[src/hw/rtl/three_level_priority_queue_macros.svh]
// Assertion macros used by the priority queue control block.
`ifndef THREE_LEVEL_PRIORITY_QUEUE_MACROS_SVH
`define THREE_LEVEL_PRIORITY_QUEUE_MACROS_SVH

// Property that must hold at every clock edge outside reset.
`define TLPQ_ASSERT(label, clk, rst, prop, msg) \
   label: assert property (@(posedge clk) disable iff (rst) (prop)) else $error(msg);

// Antecedent in one cycle implies consequent in the next.
`define TLPQ_ASSERT_NEXT(label, clk, rst, ante, cons, msg) \
   label: assert property (@(posedge clk) disable iff (rst) (ante) |=> (cons)) else $error(msg);

`endif

[src/hw/rtl/tlpq_pkg.sv]
// Package: constants, types and helpers of the three-class priority queue.
`default_nettype none

package tlpq_pkg;

   localparam int DEPTH     = 16;
   localparam int NCLASS    = 3;
   localparam int VAL_W     = 32;
   localparam int MODE_W    = 2;
   localparam int CLS_W     = 2;
   localparam int ERR_W     = 2;
   localparam int COUNT_FIELD_W = 5;
   localparam int TOTAL_FIELD_W = 6;

   localparam int PTR_W     = (DEPTH > 1) ? $clog2(DEPTH) : 1;
   localparam int CNT_W     = $clog2(DEPTH + 1);
   localparam int TOT_W     = $clog2(NCLASS * DEPTH + 1);
   localparam int MEM_DEPTH = NCLASS * DEPTH;
   localparam int ADDR_W    = $clog2(MEM_DEPTH);

   typedef enum logic [MODE_W-1:0] {
      MODE_PUSH  = 2'd0,
      MODE_POP   = 2'd1,
      MODE_CLEAR = 2'd2
   } mode_type;

   typedef enum logic [ERR_W-1:0] {
      ERR_NONE  = 2'd0,
      ERR_EMPTY = 2'd1,
      ERR_FULL  = 2'd2
   } err_type;

   localparam logic [CLS_W-1:0] CLS_HIGH = 2'd0;
   localparam logic [CLS_W-1:0] CLS_LOW  = 2'd2;

   typedef struct packed {
      logic              take;  // request transaction accepted
      logic              adv;   // input register moves into result register
   } pipe_ctl_type;

   typedef struct packed {
      logic              we;
      logic [ADDR_W-1:0] waddr;
      logic [VAL_W-1:0]  wdata;
      logic              re;
      logic [ADDR_W-1:0] raddr;
   } store_req_type;

   typedef struct packed {
      logic [CLS_W-1:0]                  front_class;
      logic [NCLASS-1:0][CNT_W-1:0]      counts;
      logic [TOT_W-1:0]                  total;
      logic                              empty;
      err_type                           err;
   } res_type;

   function automatic logic [PTR_W-1:0] next_slot(input logic [PTR_W-1:0] p);
      return (p == PTR_W'(DEPTH - 1)) ? '0 : p + 1'b1;
   endfunction

   function automatic logic [ADDR_W-1:0] slot_addr(input logic [CLS_W-1:0] cls,
                                                  input logic [PTR_W-1:0] ptr);
      return ADDR_W'(cls) * ADDR_W'(DEPTH) + ADDR_W'(ptr);
   endfunction

endpackage

`default_nettype wire

[src/hw/rtl/tlpq_if.sv]
// Channel interfaces: request and response of the priority queue.
`default_nettype none

interface tlpq_req_if import tlpq_pkg::*; ();
   logic                     valid;
   logic                     ready;
   logic [MODE_W-1:0]        mode;
   logic signed [VAL_W-1:0]  value;
   logic [CLS_W-1:0]         priority_req;

   modport source (output valid, mode, value, priority_req, input ready);
   modport sink   (input valid, mode, value, priority_req, output ready);
endinterface

interface tlpq_rsp_if import tlpq_pkg::*; ();
   logic                      valid;
   logic                      ready;
   logic signed [VAL_W-1:0]   front_value;
   logic [CLS_W-1:0]          front_class;
   logic [COUNT_FIELD_W-1:0]  count_high;
   logic [COUNT_FIELD_W-1:0]  count_medium;
   logic [COUNT_FIELD_W-1:0]  count_low;
   logic [TOTAL_FIELD_W-1:0]  total_count;
   logic                      is_empty;
   logic [ERR_W-1:0]          error_code;

   modport source (output valid, front_value, front_class, count_high, count_medium,
                   count_low, total_count, is_empty, error_code, input ready);
   modport sink   (input valid, front_value, front_class, count_high, count_medium,
                   count_low, total_count, is_empty, error_code, output ready);
endinterface

`default_nettype wire

[src/hw/rtl/tlpq_store.sv]
// Value store: one memory holding the three class FIFOs, registered read.
`default_nettype none

module tlpq_store import tlpq_pkg::*; (
   input  logic              clock,
   input  store_req_type     sreq,
   output logic [VAL_W-1:0]  rdata
);

   logic [VAL_W-1:0] mem [MEM_DEPTH];
   logic [VAL_W-1:0] rdata_ff;

   always_ff @(posedge clock) begin
      if (sreq.we) begin
         mem[sreq.waddr] <= sreq.wdata;
      end
   end

   // same-address write forwards the new value
   always_ff @(posedge clock) begin
      if (sreq.re) begin
         rdata_ff <= (sreq.we && (sreq.waddr == sreq.raddr)) ? sreq.wdata
                                                             : mem[sreq.raddr];
      end
   end

   assign rdata = rdata_ff;

endmodule

`default_nettype wire

[src/hw/rtl/tlpq_ctrl.sv]
// Control: input register, class pointers and counts, next-state and head select.
`default_nettype none
`include "three_level_priority_queue_macros.svh"

module tlpq_ctrl import tlpq_pkg::*; (
   input  logic                     clock,
   input  logic                     reset,
   input  pipe_ctl_type             ctl,
   input  logic [MODE_W-1:0]        mode,
   input  logic signed [VAL_W-1:0]  value,
   input  logic [CLS_W-1:0]         priority_req,
   output logic                     in_valid,
   output store_req_type            sreq,
   output res_type                  res
);

   logic                          in_valid_ff, in_valid_in;
   logic [MODE_W-1:0]             mode_ff;
   logic [VAL_W-1:0]              value_ff;
   logic [CLS_W-1:0]              cls_ff;

   logic [NCLASS-1:0][PTR_W-1:0]  rp_ff, rp_in;
   logic [NCLASS-1:0][PTR_W-1:0]  wp_ff, wp_in;
   logic [NCLASS-1:0][CNT_W-1:0]  cnt_ff, cnt_in;

   err_type                       err;
   logic                          push_ok;
   logic [ADDR_W-1:0]             waddr;
   logic [ADDR_W-1:0]             raddr;
   logic                          pop_found;
   logic                          head_found;
   logic [CLS_W-1:0]              head_cls;
   logic [TOT_W-1:0]              total;
   logic [NCLASS-1:0]             span_ok;

   // input register, unknown class folds into low
   assign in_valid_in = ctl.take ? 1'b1 : (ctl.adv ? 1'b0 : in_valid_ff);

   always_ff @(posedge clock) begin
      if (reset) begin
         in_valid_ff <= 1'b0;
      end else begin
         in_valid_ff <= in_valid_in;
      end
   end

   always_ff @(posedge clock) begin
      if (ctl.take) begin
         mode_ff  <= mode;
         value_ff <= value;
         cls_ff   <= (priority_req > CLS_LOW) ? CLS_LOW : priority_req;
      end
   end

   always_comb begin
      rp_in     = rp_ff;
      wp_in     = wp_ff;
      cnt_in    = cnt_ff;
      err       = ERR_NONE;
      push_ok   = 1'b0;
      waddr     = '0;
      pop_found = 1'b0;
      case (mode_ff)
         MODE_PUSH: begin
            for (int c = 0; c < NCLASS; c++) begin
               if (CLS_W'(c) == cls_ff) begin
                  if (cnt_ff[c] >= CNT_W'(DEPTH)) begin
                     err = ERR_FULL;
                  end else begin
                     push_ok   = 1'b1;
                     waddr     = slot_addr(CLS_W'(c), wp_ff[c]);
                     wp_in[c]  = next_slot(wp_ff[c]);
                     cnt_in[c] = cnt_ff[c] + 1'b1;
                  end
               end
            end
         end
         MODE_POP: begin
            for (int c = 0; c < NCLASS; c++) begin
               if (!pop_found && (cnt_ff[c] != '0)) begin
                  pop_found = 1'b1;
                  rp_in[c]  = next_slot(rp_ff[c]);
                  cnt_in[c] = cnt_ff[c] - 1'b1;
               end
            end
            if (!pop_found) begin
               err = ERR_EMPTY;
            end
         end
         MODE_CLEAR: begin
            rp_in  = '0;
            wp_in  = '0;
            cnt_in = '0;
         end
         default: begin
         end
      endcase

      // head of the highest non-empty class after the update
      head_found = 1'b0;
      head_cls   = CLS_HIGH;
      raddr      = slot_addr(CLS_HIGH, rp_in[0]);
      total      = '0;
      for (int c = 0; c < NCLASS; c++) begin
         total = total + TOT_W'(cnt_in[c]);
         if (!head_found && (cnt_in[c] != '0)) begin
            head_found = 1'b1;
            head_cls   = CLS_W'(c);
            raddr      = slot_addr(CLS_W'(c), rp_in[c]);
         end
      end
   end

   always_ff @(posedge clock) begin
      if (reset) begin
         rp_ff  <= '0;
         wp_ff  <= '0;
         cnt_ff <= '0;
      end else if (ctl.adv) begin
         rp_ff  <= rp_in;
         wp_ff  <= wp_in;
         cnt_ff <= cnt_in;
      end
   end

   assign in_valid   = in_valid_ff;

   assign sreq.we    = ctl.adv && push_ok;
   assign sreq.waddr = waddr;
   assign sreq.wdata = value_ff;
   assign sreq.re    = ctl.adv;
   assign sreq.raddr = raddr;

   assign res.front_class = head_cls;
   assign res.counts      = cnt_in;
   assign res.total       = total;
   assign res.empty       = !head_found;
   assign res.err         = err;

   // pointer distance must agree with the count (full wraps to zero distance)
   always_comb begin
      for (int c = 0; c < NCLASS; c++) begin
         span_ok[c] = (((wp_ff[c] >= rp_ff[c]) ? CNT_W'(wp_ff[c] - rp_ff[c])
                        : CNT_W'(CNT_W'(wp_ff[c]) + CNT_W'(DEPTH) - CNT_W'(rp_ff[c])))
                       == ((cnt_ff[c] == CNT_W'(DEPTH)) ? '0 : cnt_ff[c]));
      end
   end

   `TLPQ_ASSERT(a_span, clock, reset, &span_ok, "pointer distance disagrees with count")
   `TLPQ_ASSERT_NEXT(a_full_hold, clock, reset, ctl.adv && (err == ERR_FULL), (cnt_ff == $past(cnt_ff)) && (wp_ff == $past(wp_ff)), "push to full class changed state")
   `TLPQ_ASSERT(a_empty_pop, clock, reset, (ctl.adv && (err == ERR_EMPTY)) |-> (cnt_ff == '0), "pop error while items held")
   `TLPQ_ASSERT_NEXT(a_clear, clock, reset, ctl.adv && (mode_ff == MODE_CLEAR), (cnt_ff == '0) && (rp_ff == '0) && (wp_ff == '0), "clear left items behind")

endmodule

`default_nettype wire

[src/hw/rtl/three_level_priority_queue.sv]
// Top level: three-class strict priority queue with request/response channels.
//
// Usage:
//  - req_chan carries one request per transaction: push (value into class
//    priority_req; class 3 is treated as low), pop (oldest item of the
//    highest non-empty class) or clear. Other mode codes report state only.
//  - rsp_chan returns exactly one transaction per request: new head value
//    and class (zero when empty), per-class counts, total, empty flag and
//    error code (pop while empty, push to full class; both change nothing).
//  - A request passes the input register, then the result register along
//    with the store's registered read; rsp_chan.valid rises once the result
//    register is loaded, which waits while an earlier response is stalled.
//  - Throughput: 1 request per cycle while the receiver takes each response;
//    each request reads one store slot and updates at most one class's
//    pointers and count (clear resets all classes) in a single pass.
//  - Reset clears pointers, counts and both pipeline valid flags at once; the
//    store contents are not cleared, and an unwritten entry is never returned.
//  - When the receiver stalls, the response is held and one more request is
//    taken into the input register; req_chan.ready then drops until the
//    response transaction completes.
`default_nettype none

module three_level_priority_queue import tlpq_pkg::*; (
   input  logic        clock,
   input  logic        reset,
   tlpq_req_if.sink    req_chan,
   tlpq_rsp_if.source  rsp_chan
);

   pipe_ctl_type      ctl;
   store_req_type     sreq;
   res_type           res;
   res_type           res_ff;
   logic              in_valid;
   logic              out_valid_ff, out_valid_in;
   logic [VAL_W-1:0]  rdata;

   // input register moves on when the result register is free or draining
   assign ctl.adv  = in_valid && (!out_valid_ff || rsp_chan.ready);
   assign req_chan.ready = !in_valid || ctl.adv;
   assign ctl.take = req_chan.valid && req_chan.ready;

   tlpq_ctrl u_ctrl (
      .clock        (clock),
      .reset        (reset),
      .ctl          (ctl),
      .mode         (req_chan.mode),
      .value        (req_chan.value),
      .priority_req (req_chan.priority_req),
      .in_valid     (in_valid),
      .sreq         (sreq),
      .res          (res)
   );

   // head value comes out of the store's read register alongside res_ff
   tlpq_store u_store (
      .clock (clock),
      .sreq  (sreq),
      .rdata (rdata)
   );

   assign out_valid_in = ctl.adv ? 1'b1 : (rsp_chan.ready ? 1'b0 : out_valid_ff);

   always_ff @(posedge clock) begin
      if (reset) begin
         out_valid_ff <= 1'b0;
      end else begin
         out_valid_ff <= out_valid_in;
      end
   end

   always_ff @(posedge clock) begin
      if (ctl.adv) begin
         res_ff <= res;
      end
   end

   assign rsp_chan.valid        = out_valid_ff;
   assign rsp_chan.front_value  = res_ff.empty ? '0 : rdata;
   assign rsp_chan.front_class  = res_ff.front_class;
   assign rsp_chan.count_high   = COUNT_FIELD_W'(res_ff.counts[0]);
   assign rsp_chan.count_medium = COUNT_FIELD_W'(res_ff.counts[1]);
   assign rsp_chan.count_low    = COUNT_FIELD_W'(res_ff.counts[2]);
   assign rsp_chan.total_count  = TOTAL_FIELD_W'(res_ff.total);
   assign rsp_chan.is_empty     = res_ff.empty;
   assign rsp_chan.error_code   = res_ff.err;

endmodule

`default_nettype wire
[src/flat_wrapper.sv]
// flat-port wrapper written by rule: the top's interface ports become plain ports
module three_level_priority_queue_flat import tlpq_pkg::*;
  (clock, reset, req_chan_valid, req_chan_mode, req_chan_value, req_chan_priority_req, req_chan_ready, rsp_chan_valid, rsp_chan_front_value, rsp_chan_front_class, rsp_chan_count_high, rsp_chan_count_medium, rsp_chan_count_low, rsp_chan_total_count, rsp_chan_is_empty, rsp_chan_error_code, rsp_chan_ready);
  tlpq_req_if req_chan_i ();
  tlpq_rsp_if rsp_chan_i ();
  input  logic clock;
  input  logic reset;
  input wire logic [$bits(req_chan_i.valid)-1:0] req_chan_valid;
  input wire logic [$bits(req_chan_i.mode)-1:0] req_chan_mode;
  input wire logic [$bits(req_chan_i.value)-1:0] req_chan_value;
  input wire logic [$bits(req_chan_i.priority_req)-1:0] req_chan_priority_req;
  output wire logic [$bits(req_chan_i.ready)-1:0] req_chan_ready;
  output wire logic [$bits(rsp_chan_i.valid)-1:0] rsp_chan_valid;
  output wire logic [$bits(rsp_chan_i.front_value)-1:0] rsp_chan_front_value;
  output wire logic [$bits(rsp_chan_i.front_class)-1:0] rsp_chan_front_class;
  output wire logic [$bits(rsp_chan_i.count_high)-1:0] rsp_chan_count_high;
  output wire logic [$bits(rsp_chan_i.count_medium)-1:0] rsp_chan_count_medium;
  output wire logic [$bits(rsp_chan_i.count_low)-1:0] rsp_chan_count_low;
  output wire logic [$bits(rsp_chan_i.total_count)-1:0] rsp_chan_total_count;
  output wire logic [$bits(rsp_chan_i.is_empty)-1:0] rsp_chan_is_empty;
  output wire logic [$bits(rsp_chan_i.error_code)-1:0] rsp_chan_error_code;
  input wire logic [$bits(rsp_chan_i.ready)-1:0] rsp_chan_ready;
  assign req_chan_i.valid = req_chan_valid;
  assign req_chan_i.mode = req_chan_mode;
  assign req_chan_i.value = req_chan_value;
  assign req_chan_i.priority_req = req_chan_priority_req;
  assign req_chan_ready = req_chan_i.ready;
  assign rsp_chan_valid = rsp_chan_i.valid;
  assign rsp_chan_front_value = rsp_chan_i.front_value;
  assign rsp_chan_front_class = rsp_chan_i.front_class;
  assign rsp_chan_count_high = rsp_chan_i.count_high;
  assign rsp_chan_count_medium = rsp_chan_i.count_medium;
  assign rsp_chan_count_low = rsp_chan_i.count_low;
  assign rsp_chan_total_count = rsp_chan_i.total_count;
  assign rsp_chan_is_empty = rsp_chan_i.is_empty;
  assign rsp_chan_error_code = rsp_chan_i.error_code;
  assign rsp_chan_i.ready = rsp_chan_ready;
  three_level_priority_queue u_core (.clock(clock), .reset(reset), .req_chan(req_chan_i), .rsp_chan(rsp_chan_i));
endmodule
[config.mk]
export PLATFORM = sky130hd
export DESIGN_NAME = three_level_priority_queue_flat
export DESIGN_NICKNAME = d
export VERILOG_FILES = /design/src/hw/rtl/tlpq_pkg.sv /design/src/hw/rtl/tlpq_if.sv /design/src/hw/rtl/tlpq_store.sv /design/src/hw/rtl/tlpq_ctrl.sv /design/src/hw/rtl/three_level_priority_queue.sv /design/src/flat_wrapper.sv
export VERILOG_INCLUDE_DIRS = /design/src /design/src/hw/rtl
export SDC_FILE = /design/constraint.sdc
export NUM_CORES = 2
export LEC_CHECK = 0
export CAP_MARGIN = 20
export CELL_PAD_IN_SITES_DETAIL_PLACEMENT = 0
export CELL_PAD_IN_SITES_GLOBAL_PLACEMENT = 1
export CORE_MARGIN = 2
export CORE_UTILIZATION = 48
export CTS_BUF_LIST = sky130_fd_sc_hd__clkbuf_4 sky130_fd_sc_hd__clkbuf_8
export DETAILED_ROUTE_END_ITERATION = 10
export DONT_BUFFER_PORTS = 1
export GPL_TIMING_DRIVEN = 0
export PLACE_DENSITY_LB_ADDON = 0.1
export RECOVER_POWER = 50
export REMOVE_ABC_BUFFERS = 1
export SYNTH_ARGS = -nofsm -noshare
export SYNTH_HDL_FRONTEND = slang
export SYNTH_SLANG_ARGS = --single-unit
[constraint.sdc]
create_clock -name clock -period 4.7 [get_ports clock]
set_input_delay 0.47 -clock clock [delete_from_list [all_inputs] [get_ports clock]]
set_output_delay 0.47 -clock clock [all_outputs]
set_load 0.01 [all_outputs]
# Yosys cells after proc, flatten, opt, wreduce, memory -nomap -nowiden
# Memories as Yosys holds them, arrays and structs flattened. A register that Yosys moved wholly into a read port is not among the register bits.
# Index checks and enable logic that the tools add are counted.
# word_totals
regBits	103
ramBits	1536
input_bits	40
out_inout_bits	60
word_cells	158
memories	1
# classes
addsub	18
n_lt_le_gt_ge	4
eq_ne	16
n_mux	68
n_reduce_logical	30
# mem_list
name	words	width	rd	rd_ports_with_merged_regs	write_ports	line	text
u_core.u_store.mem	48	32	1	1	1	tlpq_store.sv:10	logic [VAL_W-1:0] mem [MEM_DEPTH];
# ops
cell	n
$mux W4	17
$pmux W12 S2	2
$mux W5	9
$pmux W15 S3	1
$mux W6	7
$mux W32	1
$reduce_bool A5 Y1	6
$add A4 B1 Y4 const B	6
$eq A4 B4 Y1 const B	6
$mux W1	24
$add A5 B1 Y5 const B	3
$ge A5 B5 Y1 const B	3
$sub A5 B1 Y5 const B	3
$add A5 B4 Y6 const A	2
$add A6 B4 Y6 const A	2
$mux W2	6
$ne A2 B2 Y1 const B	6
$reduce_and A4 Y1	3
$logic_and A1 B1 Y1	7
$logic_not A1 Y1	7
$add A5 B5 Y6	1
$add A6 B5 Y6	1
$reduce_bool A2 Y1	3
$logic_not A2 Y1	2
other kinds (7)	8

# Logic depth before layout (Yosys ltp)
# logic_depth
word_depth	20
mapped_depth	22
mapped_depth_nobuf	16

# Modules after synthesis
# From an unflattened synthesis, not the netlist that was laid out.
# hier_totals
hier_cells	3292
hier_area_um2	66212.3
# by_module_without_submodules
mod	instances	cells_each	area_per_inst_um2	seq_area_each_um2
tlpq_store	1	2728	60541.8	47085.2
tlpq_ctrl	1	497	4605.7	1881.8
three_level_priority_queue	1	67	1064.8	800.8

# Worst setup path after synthesis
# OpenSTA, ideal clock, no wires.
# synth_path
path_kind	reg-to-reg
start	reg u_core.u_ctrl.cnt_ff[5] (netlist name)
end	reg u_core.u_store.rdata_ff[21], in the netlist u_core.u_store.rdata[21] (read register of u_core.u_store.mem) (data pin)
setup_ns	0.258
arrival_ns	4.321
required_ns	4.442
slack_ns	0.121
stages_incl_launch_ff	20
path_buffers	5
synth_period_minus_slack_ns	4.579
cell_sequence	dfxtp_1 clkbuf_1 inv_1 ha_1 or4b_1 clkbuf_1 nor3_2 a31oi_1 a311o_1 or3_1 buf_2 a31o_2 o21ai_1 buf_2 clkbuf_1 mux2i_1 o22ai_1 a221o_1 a211oi_1 o2bb2ai_1
# synth_rtl
item	line	text
from (decl)	tlpq_ctrl.sv:24	logic [NCLASS-1:0][CNT_W-1:0] cnt_ff, cnt_in;
from (signal assigned)	tlpq_ctrl.sv:122	cnt_ff <= cnt_in;
to (decl)	tlpq_store.sv:11	logic [VAL_W-1:0] rdata_ff;

==> run summary <==
Along the worst path, the maximum fanout reaches 6. The routed design could run at a clock period as short as 5.19 ns. The first detailed-routing pass took 6 iterations. The number of global-route vias before repair is 45,111.

The part of the power in the clock network is 33.6%. The post-route netlist has 22.6% of its cells at a drive strength greater than 1. The design draws 38,600 uW.

In this run the power spent charging and discharging nets is 11,200 uW. The detailed-route DRC error count was 0; the number of enable-type register cells in the synthesized netlist was 1,630. The first routing iteration left 5,111 violations. The area taken by flip-flops and latches was 49,800 sq um; the die extent in y was 384 microns.

In the routed layout, each cell is associated on average with a via count of 6.24. The tool flagged a number of max-cap violations equal to 4. For the combinational cell fraction of total power, the log shows 23.1%. Routability congestion estimate from global placement: 0.800. The initial core utilization is 48.3%. The tools report the number of antenna violations at the first check in global routing as 3. In the final routed layout, each cell accounts on average for 30.9 microns. The logs give -3.69 ns for the minimum setup slack after placement and 0.0436 ns for the clock skew. The largest single stage delay on the critical path is 0.73 ns. The switching share of power is 29.0%, and the number of buffers inserted during clock tree synthesis is 301. The run gives 71.8% as the share of synthesized area occupied by flip-flops and latches. The proportion of register bits with asynchronous set or reset after synthesis came out at 0%. Final worst-path cycle share: 110%.

In this run the worst hold path is classified as input pin to register. In the synthesized netlist the dominant register cell turns out to be edfxtp_1. STA puts the critical path data required time at 5.53 ns. The slew at the pin with the worst max-slew slack was 3.01 ns. The run finished, with violations left. The post-synthesis sequential element count was 1,671; the die extent in x was 384 microns. The placed instances occupy a cell area of 75,600 sq um. Setup repair after global routing could not meet its margin everywhere. The run gives 0 as the count of endpoints failing hold in the final timing report. No sink is reached through more buffers than the 4 on the longest clock path.

Data arrives at the worst endpoint at 6.02 ns. In this run the number of H-tree levels came out at 5. The final layout contains routed wiring with a total length of 235,000 microns. The core region is 143,000 sq um. The worst reg-to-reg setup slack was -0.49 ns; the mean cell area of the mapped netlist was 14.1 sq um. The worst setup path is launched from a register. For the remaining number of nets flagged by the antenna check after routing, the log shows 0.

The cell with the biggest individual delay on the critical path was o41ai_4. The critical path start-end classification was register to register. The later pin in the worst-skew pair is clocked with a latency of 1.01 ns. The I/O pin count came out at 100.

The final hold slack was 0.101 ns. After clock tree synthesis, the clock-pin slew on the worst setup and hold paths is 0.06 ns. The tools report the internal power as 27,400 uW. All-layer global routing usage: 31.1%. The run gives 0 as the overall overflow remaining after global route. For the worst setup slack after layout, the log shows -0.489 ns.

The count of input and output buffers came out at 0. Count of yosys warnings during synthesis: 0. The total number of vias is 47,398, and the relative contribution of sequential cells to total power is 43.3%. Traced cell by cell, the critical path runs through inv_4, ha_4, or4b_4, buf_4, a32oi_1, o2bb2ai_4, and4bb_4, nand2_4, buf_16, or4_4, nand3_4, buf_6, buf_12, buf_16, mux2i_4, o221ai_2, a31oi_2, o41ai_4, and3_4. Together, buffers and inverters on the worst path number 6. The CTS sink count is 1,671. The number of instances in the synthesized netlist was 4,935. Summing every instance area after synthesis gives 69,300 sq um. After the last flow step, the layout net total stands at 5,556.

Setup violations remaining at the end of the flow were counted as 32. Derived from the worst setup path, the maximum achievable clock frequency is 193 MHz. The multi-input combinational cells in the finished layout cover a total of 20,500 sq um.

TritonCTS built the clock tree. IR analysis of the VDD net gives a maximum drop of 0.000282 V. Full die area: 148,000 sq um. The number of distinct library cells after synthesis is 102, and the leakage power total is 0.0296 uW.

The kind of cell with the highest combined delay along the critical path is simple AND/OR/NAND/NOR gates. The site row count was 139. Most frequent cell on the critical path: buf_16.

The first-pass GRT wire length was 327,000 microns; the layout filler cell count was 10,926. Compared with the post-synthesis result, the final layout area differs by 25.1%. The tools report the relative slew slack as -101%.

The logs give 72 for the maximum number of pins on one net before global-route repair and 86,800 sq um for the post-route standard cell area excluding fillers. The final number of max-transition violations is 135, and the power per cell area is 445 nW/um^2. The final reports fail on max-capacitance violations, max-slew violations, negative setup slack.

The tools report the half-perimeter wire length of the detailed placement result as 133,000 microns. The worst setup path is captured at a register. The tools report the clock root buffer master as clkbuf_8.
==> state kept, by name, indices dropped and copies added (netlist names), 6 cells and up <==
name	flops
u_core.u_ctrl.cnt_ff	15
u_core.u_ctrl.rp_ff	12
u_core.u_store.mem	1536
u_core.u_ctrl.wp_ff	12
u_core.rsp_chan.total_count	6
u_core.u_store.rdata	32
u_core.u_ctrl.value_ff	32
==> metal layers <==
layer	up-vias	GRT usage, %	share of wire [%]
met2	2424	49.9	47
met4	2	13.9	4.8
met3	592	5.94	8.5
li1	20399	-	-
met5	-	0	0.030
met1	23981	41.2	39
==> cells in the mapped netlist, drive strengths merged, types with 7 or more instances <==
master | count | area [sq um]
a221o | 22 | 220
and3 | 21 | 131
o22ai | 180 | 1130
and2 | 53 | 332
a21oi | 161 | 821
a22oi | 23 | 173
nand4 | 42 | 278
nor2b | 43 | 269
o2111ai | 21 | 184
o31ai | 12 | 95.1
nor3 | 46 | 250
mux2 | 29 | 327
ha | 21 | 263
inv | 34 | 128
a221oi | 65 | 582
mux2i | 342 | 3420
a32oi | 22 | 193
nor4 | 33 | 228
buf | 186 | 990
o221ai | 83 | 733
a32o | 10 | 100
nand2 | 773 | 2910
o21ai | 83 | 419
nand3 | 226 | 1150
nor3b | 7 | 62.6
a21o | 9 | 67.6
or3 | 13 | 81.3
clkbuf | 144 | 541
dfxtp | 41 | 821
a311oi | 9 | 96.4
xnor2 | 8 | 70.1
a211o | 7 | 61.3
a211oi | 57 | 433
o211ai | 10 | 75.1
nor2 | 240 | 908
edfxtp | 1630 | 48900
a31oi | 111 | 709
o2bb2ai | 20 | 175
==> cells by family (layout without fill, tap and decap cells) <==
group                    after synthesis  after routing  share of synthesized area [%]
AO/OA/AOI/OAI                        960            962                           9.77
XOR/XNOR                              12             12                          0.152
adder cells (fa/ha/maj)               27             27                          0.552
buffers and inverters                366           1108                           2.40
flip-flops                          1671           1671                           71.8
multiplexers                         371            371                           5.41
other                                  0              5                              0
AND/OR/NAND/NOR                     1528           1542                           9.96
==> final timing paths <==
check / depth (start not counted) / end / startpoint
setup / recovery: 19 / u_core.u_store.rdata[17] / u_core.u_ctrl.cnt_ff[0]
setup reg to reg: 19 / u_core.u_store.rdata[17] / u_core.u_ctrl.cnt_ff[0]
hold / removal: 1 / u_core.u_ctrl.value_ff[25] / req_chan_value[25]
hold reg to reg: 2 / u_core.u_ctrl.wp_ff[6] / u_core.u_ctrl.wp_ff[6]
==> power by group through the flow <==
stage          combinational (uW)  sequential (uW)  clock [uW]
2_1_floorplan                3860            17000           0
3_3_place_gp                 5970            17200           0
3_5_place_dp                 6500            17000           0
4_1_cts                      8390            16700       13100
5_1_grt                      9270            16700       13800
6_report                     8920            16700       13000
==> final cells by class <==
cell class / count / area share, %
multi-input cells: 2914 / 23.6
repair buffers: 565 / 9.67
diodes: 5 / 0.0144
clock buffers: 413 / 5.81
well taps: 1903 / 2.74
inverters: 36 / 0.192
flip-flops and latches: 1671 / 57.4
clock inverters: 94 / 0.574
==> stage by stage <==
step           util [%]  setup TNS [ns]  std cells
6_report           60.5          -12.30       7601
5_1_grt            60.5          -14.47       7597
4_1_cts            60.3           -9.59       7519
3_3_place_gp       48.9        -8823.03       6508
3_5_place_dp       52.7          -99.60       6727
2_1_floorplan         -        -1443.78       4605
==> what timing repair did <==
action / CTS / global route
buffers inserted: 186 / 65
setup endpoints to repair: 36 / 32
gates cloned: 58 / 14
pin swaps: 122 / 62
hold endpoints to repair: 81 / 0
resized for setup: 368 / 87
hold buffers: 41 / 0
==> placed cells by master (no fill, tap or decap), types with 18 or more instances in the layout <==
| master | instances |
|---|---|
| bufbuf_16 | 26 |
| mux2i_1 | 331 |
| buf_6 | 35 |
| a21oi_1 | 155 |
| buf_16 | 97 |
| a221o_1 | 22 |
| inv_1 | 26 |
| a31oi_1 | 96 |
| and2_1 | 50 |
| o22ai_1 | 167 |
| o21ai_0 | 62 |
| nand4_1 | 41 |
| clkbuf_4 | 103 |
| clkinv_1 | 68 |
| buf_8 | 20 |
| a22oi_1 | 19 |
| nor2_4 | 58 |
| nor2b_1 | 42 |
| o221ai_1 | 77 |
| clkbuf_8 | 310 |
| a32oi_1 | 19 |
| nor2_1 | 179 |
| a211oi_1 | 34 |
| clkinv_2 | 18 |
| nor3_1 | 31 |
| buf_4 | 198 |
| clkbuf_1 | 45 |
| nand2_1 | 756 |
| nand3_1 | 217 |
| dfxtp_1 | 34 |
| edfxtp_1 | 1630 |
| a221oi_1 | 57 |
| buf_12 | 91 |
| dlygate4sd3_1 | 40 |
Note: power is estimated with default switching activity, not from simulation.
